### config.mk
export PLATFORM = sky130hd
export DESIGN_NAME = percent_escape_decoder
export DESIGN_NICKNAME = d
export VERILOG_FILES = /design/src/pctd_pkg.sv /design/src/pctd_decode.sv /design/src/pctd_outq.sv /design/src/percent_escape_decoder.sv
export SDC_FILE = /design/constraint.sdc
export NUM_CORES = 1
export LEC_CHECK = 0
export BUFFER_PORTS_ARGS = -buffer_cell sky130_fd_sc_hd__buf_2
export CELL_PAD_IN_SITES_DETAIL_PLACEMENT = 0
export CELL_PAD_IN_SITES_GLOBAL_PLACEMENT = 1
export CORE_MARGIN = 2
export CORE_UTILIZATION = 40
export CTS_CLUSTER_DIAMETER = 80
export DETAILED_ROUTE_END_ITERATION = 16
export PLACE_DENSITY_LB_ADDON = 0.1
export SYNTH_ARGS = -nofsm -noshare
export SYNTH_HDL_FRONTEND = slang
export SYNTH_SLANG_ARGS = --single-unit
### constraint.sdc
create_clock -name i_clk -period 5.4 [get_ports i_clk]
set_input_delay 0.81 -clock i_clk [delete_from_list [all_inputs] [get_ports i_clk]]
set_output_delay 0.81 -clock i_clk [all_outputs]
set_load 0.02 [all_outputs]
### src/pctd_pkg.sv
// Shared types, constants and the hex digit helper for the percent escape decoder.
package pctd_pkg;

    localparam logic [7:0] CH_PCT   = 8'h25;
    localparam logic [7:0] CH_0     = 8'h30;
    localparam logic [7:0] CH_9     = 8'h39;
    localparam logic [7:0] CH_UA    = 8'h41;
    localparam logic [7:0] CH_UF    = 8'h46;
    localparam logic [7:0] CH_LA    = 8'h61;
    localparam logic [7:0] CH_LF    = 8'h66;

    // Most result words one input word can produce
    localparam int RES_MAX  = 3;
    // Result queue depth, index width and count width
    localparam int QDEPTH   = 4;
    localparam int QIDX_W   = $clog2(QDEPTH);
    localparam int QCNT_W   = $clog2(QDEPTH + 1);

    typedef enum logic [1:0] {
        PH_IDLE = 2'd0,
        PH_PCT  = 2'd1,
        PH_DIG  = 2'd2
    } t_phase;

    typedef struct packed {
        logic [7:0] data;
        logic       last;
    } t_result;

    typedef t_result [RES_MAX-1:0] t_res_vec;

    // Hex digit value with a valid flag
    typedef struct packed {
        logic       ok;
        logic [3:0] val;
    } t_hex;

    function automatic t_hex hex_value(input logic [7:0] c);
        t_hex h;
        h.ok  = 1'b1;
        h.val = 4'd0;
        if (c >= CH_0 && c <= CH_9) begin
            h.val = c[3:0];
        end else if ((c >= CH_UA && c <= CH_UF) || (c >= CH_LA && c <= CH_LF)) begin
            // 'A'..'F' and 'a'..'f' have low bits 1..6
            h.val = c[3:0] + 4'd9;
        end else begin
            h.ok = 1'b0;
        end
        return h;
    endfunction

endpackage

### src/pctd_decode.sv
// Next-state and result logic for one input word of the escape decoder.
module pctd_decode (
    input  pctd_pkg::t_phase   i_phase,
    input  logic [7:0]         i_held,
    input  logic [7:0]         i_data,
    input  logic               i_last,
    output pctd_pkg::t_phase   o_phase,
    output logic [7:0]         o_held,
    output logic [1:0]         o_num,
    output pctd_pkg::t_res_vec o_res
);
    import pctd_pkg::*;

    t_hex       h1;
    t_hex       h2;
    logic [7:0] dec_val;

    assign h1      = hex_value(i_held);
    assign h2      = hex_value(i_data);
    assign dec_val = {h1.val, h2.val};

    // Results are packed from slot 0 upward
    always_comb begin
        o_phase = i_phase;
        o_held  = i_held;
        o_num   = 2'd0;
        o_res   = '0;
        unique case (i_phase)
            PH_PCT: begin
                if (i_last) begin
                    o_res[0] = '{data: CH_PCT, last: 1'b0};
                    o_res[1] = '{data: i_data, last: 1'b1};
                    o_num    = 2'd2;
                    o_phase  = PH_IDLE;
                end else begin
                    o_held  = i_data;
                    o_phase = PH_DIG;
                end
            end
            PH_DIG: begin
                if (h1.ok && h2.ok && dec_val != 8'd0) begin
                    o_res[0] = '{data: dec_val, last: i_last};
                    o_num    = 2'd1;
                    o_phase  = PH_IDLE;
                end else begin
                    o_res[0] = '{data: CH_PCT, last: 1'b0};
                    if (i_held == CH_PCT) begin
                        // held percent opens a new escape
                        if (i_last) begin
                            o_res[1] = '{data: CH_PCT, last: 1'b0};
                            o_res[2] = '{data: i_data, last: 1'b1};
                            o_num    = 2'd3;
                            o_phase  = PH_IDLE;
                        end else begin
                            o_num   = 2'd1;
                            o_held  = i_data;
                            o_phase = PH_DIG;
                        end
                    end else begin
                        o_res[1] = '{data: i_held, last: 1'b0};
                        if (i_data == CH_PCT && !i_last) begin
                            o_num   = 2'd2;
                            o_phase = PH_PCT;
                        end else begin
                            o_res[2] = '{data: i_data, last: i_last};
                            o_num    = 2'd3;
                            o_phase  = PH_IDLE;
                        end
                    end
                end
            end
            default: begin
                // idle, and the unused code acts as idle
                if (i_data == CH_PCT && !i_last) begin
                    o_phase = PH_PCT;
                end else begin
                    o_res[0] = '{data: i_data, last: i_last};
                    o_num    = 2'd1;
                    o_phase  = PH_IDLE;
                end
            end
        endcase
    end

endmodule

### src/pctd_outq.sv
// Result queue: takes up to three words at once, hands out one word per cycle while i_stall is low.
module pctd_outq (
    input  logic               i_clk,
    input  logic               i_rst_n,
    input  logic               i_push,
    input  logic [1:0]         i_num,
    input  pctd_pkg::t_res_vec i_res,
    input  logic               i_stall,
    output logic               o_valid,
    output logic [7:0]         o_data,
    output logic               o_last,
    output logic               o_room
);
    import pctd_pkg::*;

    t_result                r_mem [QDEPTH];
    logic [QIDX_W-1:0]      r_rd;
    logic [QIDX_W-1:0]      n_rd;
    logic [QCNT_W-1:0]      r_count;
    logic [QCNT_W-1:0]      n_count;
    logic [QIDX_W-1:0]      wr_base;
    logic [QCNT_W-1:0]      push_n;
    logic                   pop;
    logic [QCNT_W-1:0]      after_pop;

    assign o_valid   = (r_count != '0);
    assign o_data    = r_mem[r_rd].data;
    assign o_last    = r_mem[r_rd].last;
    assign pop       = o_valid && !i_stall;
    assign after_pop = r_count - QCNT_W'(pop);
    // room for a full burst once this cycle's pop is done
    assign o_room    = (after_pop <= QCNT_W'(QDEPTH - RES_MAX));
    assign push_n    = i_push ? QCNT_W'(i_num) : '0;
    assign wr_base   = r_rd + r_count[QIDX_W-1:0];

    // pointer and fill count
    always_comb begin
        n_rd    = r_rd + QIDX_W'(pop);
        n_count = after_pop + push_n;
    end

    always_ff @(posedge i_clk) begin
        if (!i_rst_n) begin
            r_rd    <= '0;
            r_count <= '0;
        end else begin
            r_rd    <= n_rd;
            r_count <= n_count;
        end
    end

    // burst write of the new results
    always_ff @(posedge i_clk) begin
        for (int k = 0; k < RES_MAX; k++) begin
            if (i_push && (2'(k) < i_num)) begin
                r_mem[wr_base + QIDX_W'(k)] <= i_res[k];
            end
        end
    end

endmodule

### src/percent_escape_decoder.sv
// Top level of the percent escape decoder: escape state plus result queue.
//
//  channel   direction  handshake          payload
//  input     in         i_valid / o_stall  i_in_byte, i_in_last
//  output    out        o_valid / i_stall  o_out_byte, o_out_last
//
// One input word is taken per cycle while o_stall is low; its results go to a
// four-entry queue that hands out one word per cycle while i_stall is low.
// A word giving three results can hold o_stall high while they drain.
// o_stall is high whenever the queue could not take a full burst of three.
// Synchronous active-low reset empties the queue and clears the escape state.
module percent_escape_decoder (
    input  logic       i_clk,
    input  logic       i_rst_n,
    input  logic       i_valid,
    output logic       o_stall,
    input  logic [7:0] i_in_byte,
    input  logic       i_in_last,
    output logic       o_valid,
    input  logic       i_stall,
    output logic [7:0] o_out_byte,
    output logic       o_out_last
);
    import pctd_pkg::*;

    t_phase     r_phase;
    t_phase     n_phase;
    logic [7:0] r_held;
    logic [7:0] n_held;
    logic [1:0] res_num;
    t_res_vec   res;
    logic       room;
    logic       accept;

    assign o_stall = !room;
    assign accept  = i_valid && room;

    // per-word decode
    pctd_decode u_decode (
        .i_phase (r_phase),
        .i_held  (r_held),
        .i_data  (i_in_byte),
        .i_last  (i_in_last),
        .o_phase (n_phase),
        .o_held  (n_held),
        .o_num   (res_num),
        .o_res   (res)
    );

    // escape state advances on each accepted word
    always_ff @(posedge i_clk) begin
        if (!i_rst_n) begin
            r_phase <= PH_IDLE;
            r_held  <= 8'd0;
        end else if (accept) begin
            r_phase <= n_phase;
            r_held  <= n_held;
        end
    end

    // result queue
    pctd_outq u_outq (
        .i_clk   (i_clk),
        .i_rst_n (i_rst_n),
        .i_push  (accept),
        .i_num   (res_num),
        .i_res   (res),
        .i_stall (i_stall),
        .o_valid (o_valid),
        .o_data  (o_out_byte),
        .o_last  (o_out_last),
        .o_room  (room)
    );

endmodule

==> results.md <==
- Status: completed
- Reg area: 1381 µm²
- Max Cap Violations: 0
- Most frequent CP cell: a21oi_1
- Total GRT Usage: 0.2211
- Area of the multi-input gates: 2190 µm²
- Clk_lat worst skew: 320 ps
- Placer Congestion: 0.8562
- TritonRoute pass-1 iters: 5
- Initial Util: 0.4062
- Pwr/cell area: 312.7 nW/µm²
- Ports: 24
- Share of the synthesized area in the top cell type: 0.2922
- Most frequent cell after synthesis: edfxtp_1
- Unrepaired setup endpoints after global routing: no
- CTS H-tree lvls: 2
- Final #Nets: 422
- Post-synthesis sequential area ratio: 0.3734
- Post-synth top flop: edfxtp_1
- Register bit total from synthesis: 51
- Synth warn: 0
- Hpwl dp: 8014 µm
- Setup TNS: 0 ps
- Via count: 3242
- TritonCTS Buffers: 5
- Top post-synthesis cells by area: edfxtp_1 (29%), dfxtp_1 (8.1%), mux4_2 (5.5%)
- Worst setup EP type: flop
- Vias in the first global route: 3008
- CTS tree: built
- Die height: 100.2 µm
- Share of cells above drive strength 1: 0.1515
- Die Area: 10040 µm²
- Part of the power in combinational logic: 0.416
- Post-synthesis async set-or-reset flop share: 0
- Antenna violations before repair: 0
- Cells after synthesis: 379
- DRT Wirelength: 10650 µm
- Fin cells: 507
- Hold WS: 530.9 ps
- Psw: 517.7 µW
- Diode count: 0
- FMAX: 0.2367 GHz
- Core area: 9109 µm²
- Total setup buffers inserted after CTS: 0
- Critical path class: primary input to flop
- Net Count, Synth: 406
- CP delay by family, top: compound AO/OA/AOI/OAI gates
- Crit path launch type: primary input
- Post-DP Area: 3908 µm²
- # clock sinks: 51
- Hold WC Path Type: flop to flop
- DRT iter0 DRCs: 241
- WP buf/inv: 2
- P_int: 732.1 µW
- Sw Ratio: 0.4142
- Detailed-route wire length per cell: 21.01 µm
- Post-Place Cells: 499
- Post-CTS Resized: 0
- Power share of the clock group: 0.188
- Dominant cell type by area after synthesis: edfxtp_1
- Arrival time of the worst setup path: 4170 ps
- Max-slew violations: 0
- PortBufs: 23
- Area Growth Syn to Fin: 8.015%
- Final setup viols: 0
- CP required: 5340 ps
- Period utilization: 0.7825
- Chip width: 100.2 µm
- Tightest Pin Transition: 1181 ps
- Reg power frac: 0.396
- Slowest-stage cell, CP: o2bb2ai_1
- Final Skew: 18.58 ps
- Final min period: 4226 ps
- Final-report hold violation count: 0
- Pin count of the biggest net entering global routing: 20
- CTS Hold Bufs: 0
- Commonest cells post-synth: edfxtp_1 (36), nor2_1 (29), nand2_1 (26)
- Max VDD drop: 0.1841 mV
- First-pass GRT wire length: 17130 µm
- Fillcell total: 894
- Leakage: 1.294 nW
- Worst path max stage delay: 710 ps
- Synthesized cell area: 3700 µm²
- Number of flops mapped to enable cells by yosys: 36
- CTS root buffer: clkbuf_8
- Row count: 35
- Antenna-violating nets left: 0
- Crit Path Max Fanout: 15
- Via-to-Cell Ratio: 6.394
- Congestion Overflow GR: 0
- Syn avg cell area: 9.762 µm²
- Longest Clk Path Bufs: 2
- Max-slew headroom: 0.2095
- Unique masters post-synth: 65
- Clock transition at path regs: 110 ps
- Final instance area: 3996 µm²
- Cells along the critical path: buf_2 > inv_1 > ha_1 > o21bai_1 > a21oi_1 > a22o_1 > or4b_1 > a211o_4 > a21oi_1 > a21oi_1 > o2bb2ai_1
- Post-route DRC: 0
==> sequential cells by signal (all words and copies together) (netlist names) <==
name            flops
r_phase             2
r_held              8
u_outq.r_mem       36
u_outq.r_count      3
u_outq.r_rd         2
==> per-stage QoR <==
stage / setup WS (ps) / utilization / power [mW]
after floorplan: 1218 / - / 0.8739
after global placement: 997.8 / 0.4290 / 1.024
after detailed placement: 835.5 / 0.4290 / 1.025
after CTS: 1173 / 0.4387 / 1.258
after global routing: 948.6 / 0.4387 / 1.328
final: 1174 / 0.4387 / 1.250
==> cell type report <==
type                       count  area share
timing repair buffer          28     0.03820
tap                          111     0.03475
inverter                      12     0.01127
clock inverter                 3    0.005009
multi-input combinational    297      0.5479
sequential                    51      0.3456
clock buffer                   5     0.01722
==> cells by family (layout without fill, tap and decap cells) <==
kind of cell	after synthesis	count (layout)	synth area share
AOI/OAI and AO/OA	134	134	0.2638
and+or+nand+nor	124	124	0.1819
DFF	51	51	0.3734
buffers and inverters	31	48	0.03483
muxes	20	20	0.08488
adders and majority gates	14	14	0.04938
xor gates and xnor gates	5	5	0.01184
==> placed cells by master, fill, tap and decap left out, types with 6 or more instances in the layout <==
| cell type | instances |
|---|---|
| nand3_1 | 7 |
| a22o_1 | 8 |
| o22ai_1 | 7 |
| nand2_1 | 26 |
| inv_1 | 11 |
| o21ai_0 | 23 |
| buf_2 | 23 |
| ha_1 | 13 |
| mux4_2 | 9 |
| mux2i_1 | 10 |
| edfxtp_1 | 36 |
| nor2b_1 | 15 |
| a211oi_1 | 14 |
| nor2_1 | 29 |
| and2_1 | 12 |
| o21ai_1 | 10 |
| o221ai_1 | 6 |
| a21oi_1 | 22 |
| dfxtp_1 | 15 |
==> routing by layer <==
layer  global-route usage  up-vias  part of all wire  wire length, µm
met3              0.02786       26             0.051              548
li1                     -     1518                 -                -
met5                    0        -                 0                0
met1               0.3180     1555              0.46             4951
met2               0.3433      143              0.46             4860
met4              0.07798        0             0.028              293
==> power groups by stage <==
stage / logic, mW / registers (mW) / clock network, mW
final: 0.520 / 0.495 / 0.235
after global placement: 0.519 / 0.505 / 0
after floorplan: 0.396 / 0.478 / 0
after global routing: 0.574 / 0.503 / 0.251
after detailed placement: 0.518 / 0.506 / 0
after CTS: 0.521 / 0.497 / 0.239
==> worst reg2reg max path: cells and delay by family (launching register included) <==
family | cells | cell delay [ps]
AO/OA/AOI/OAI | 5 | 1910
AND/OR/NAND/NOR | 1 | 680
flip-flops | 1 | 450
multiplexers | 1 | 320
adder cells (fa/ha/maj) | 1 | 260
buffers and inverters | 1 | 130
==> final timing paths <==
kind,slack (ps),startpoint,depth (start not counted),to
worst max-delay path,1170,i_in_byte[0],11,u_outq.r_mem[1][5]
worst min-delay path,530,r_phase[0],2,r_phase[0]
worst max register to register,1270,r_held[1],9,u_outq.r_mem[1][5]
worst min register to register,530,r_phase[0],2,r_phase[0]
(Power assumes the default switching activity.)
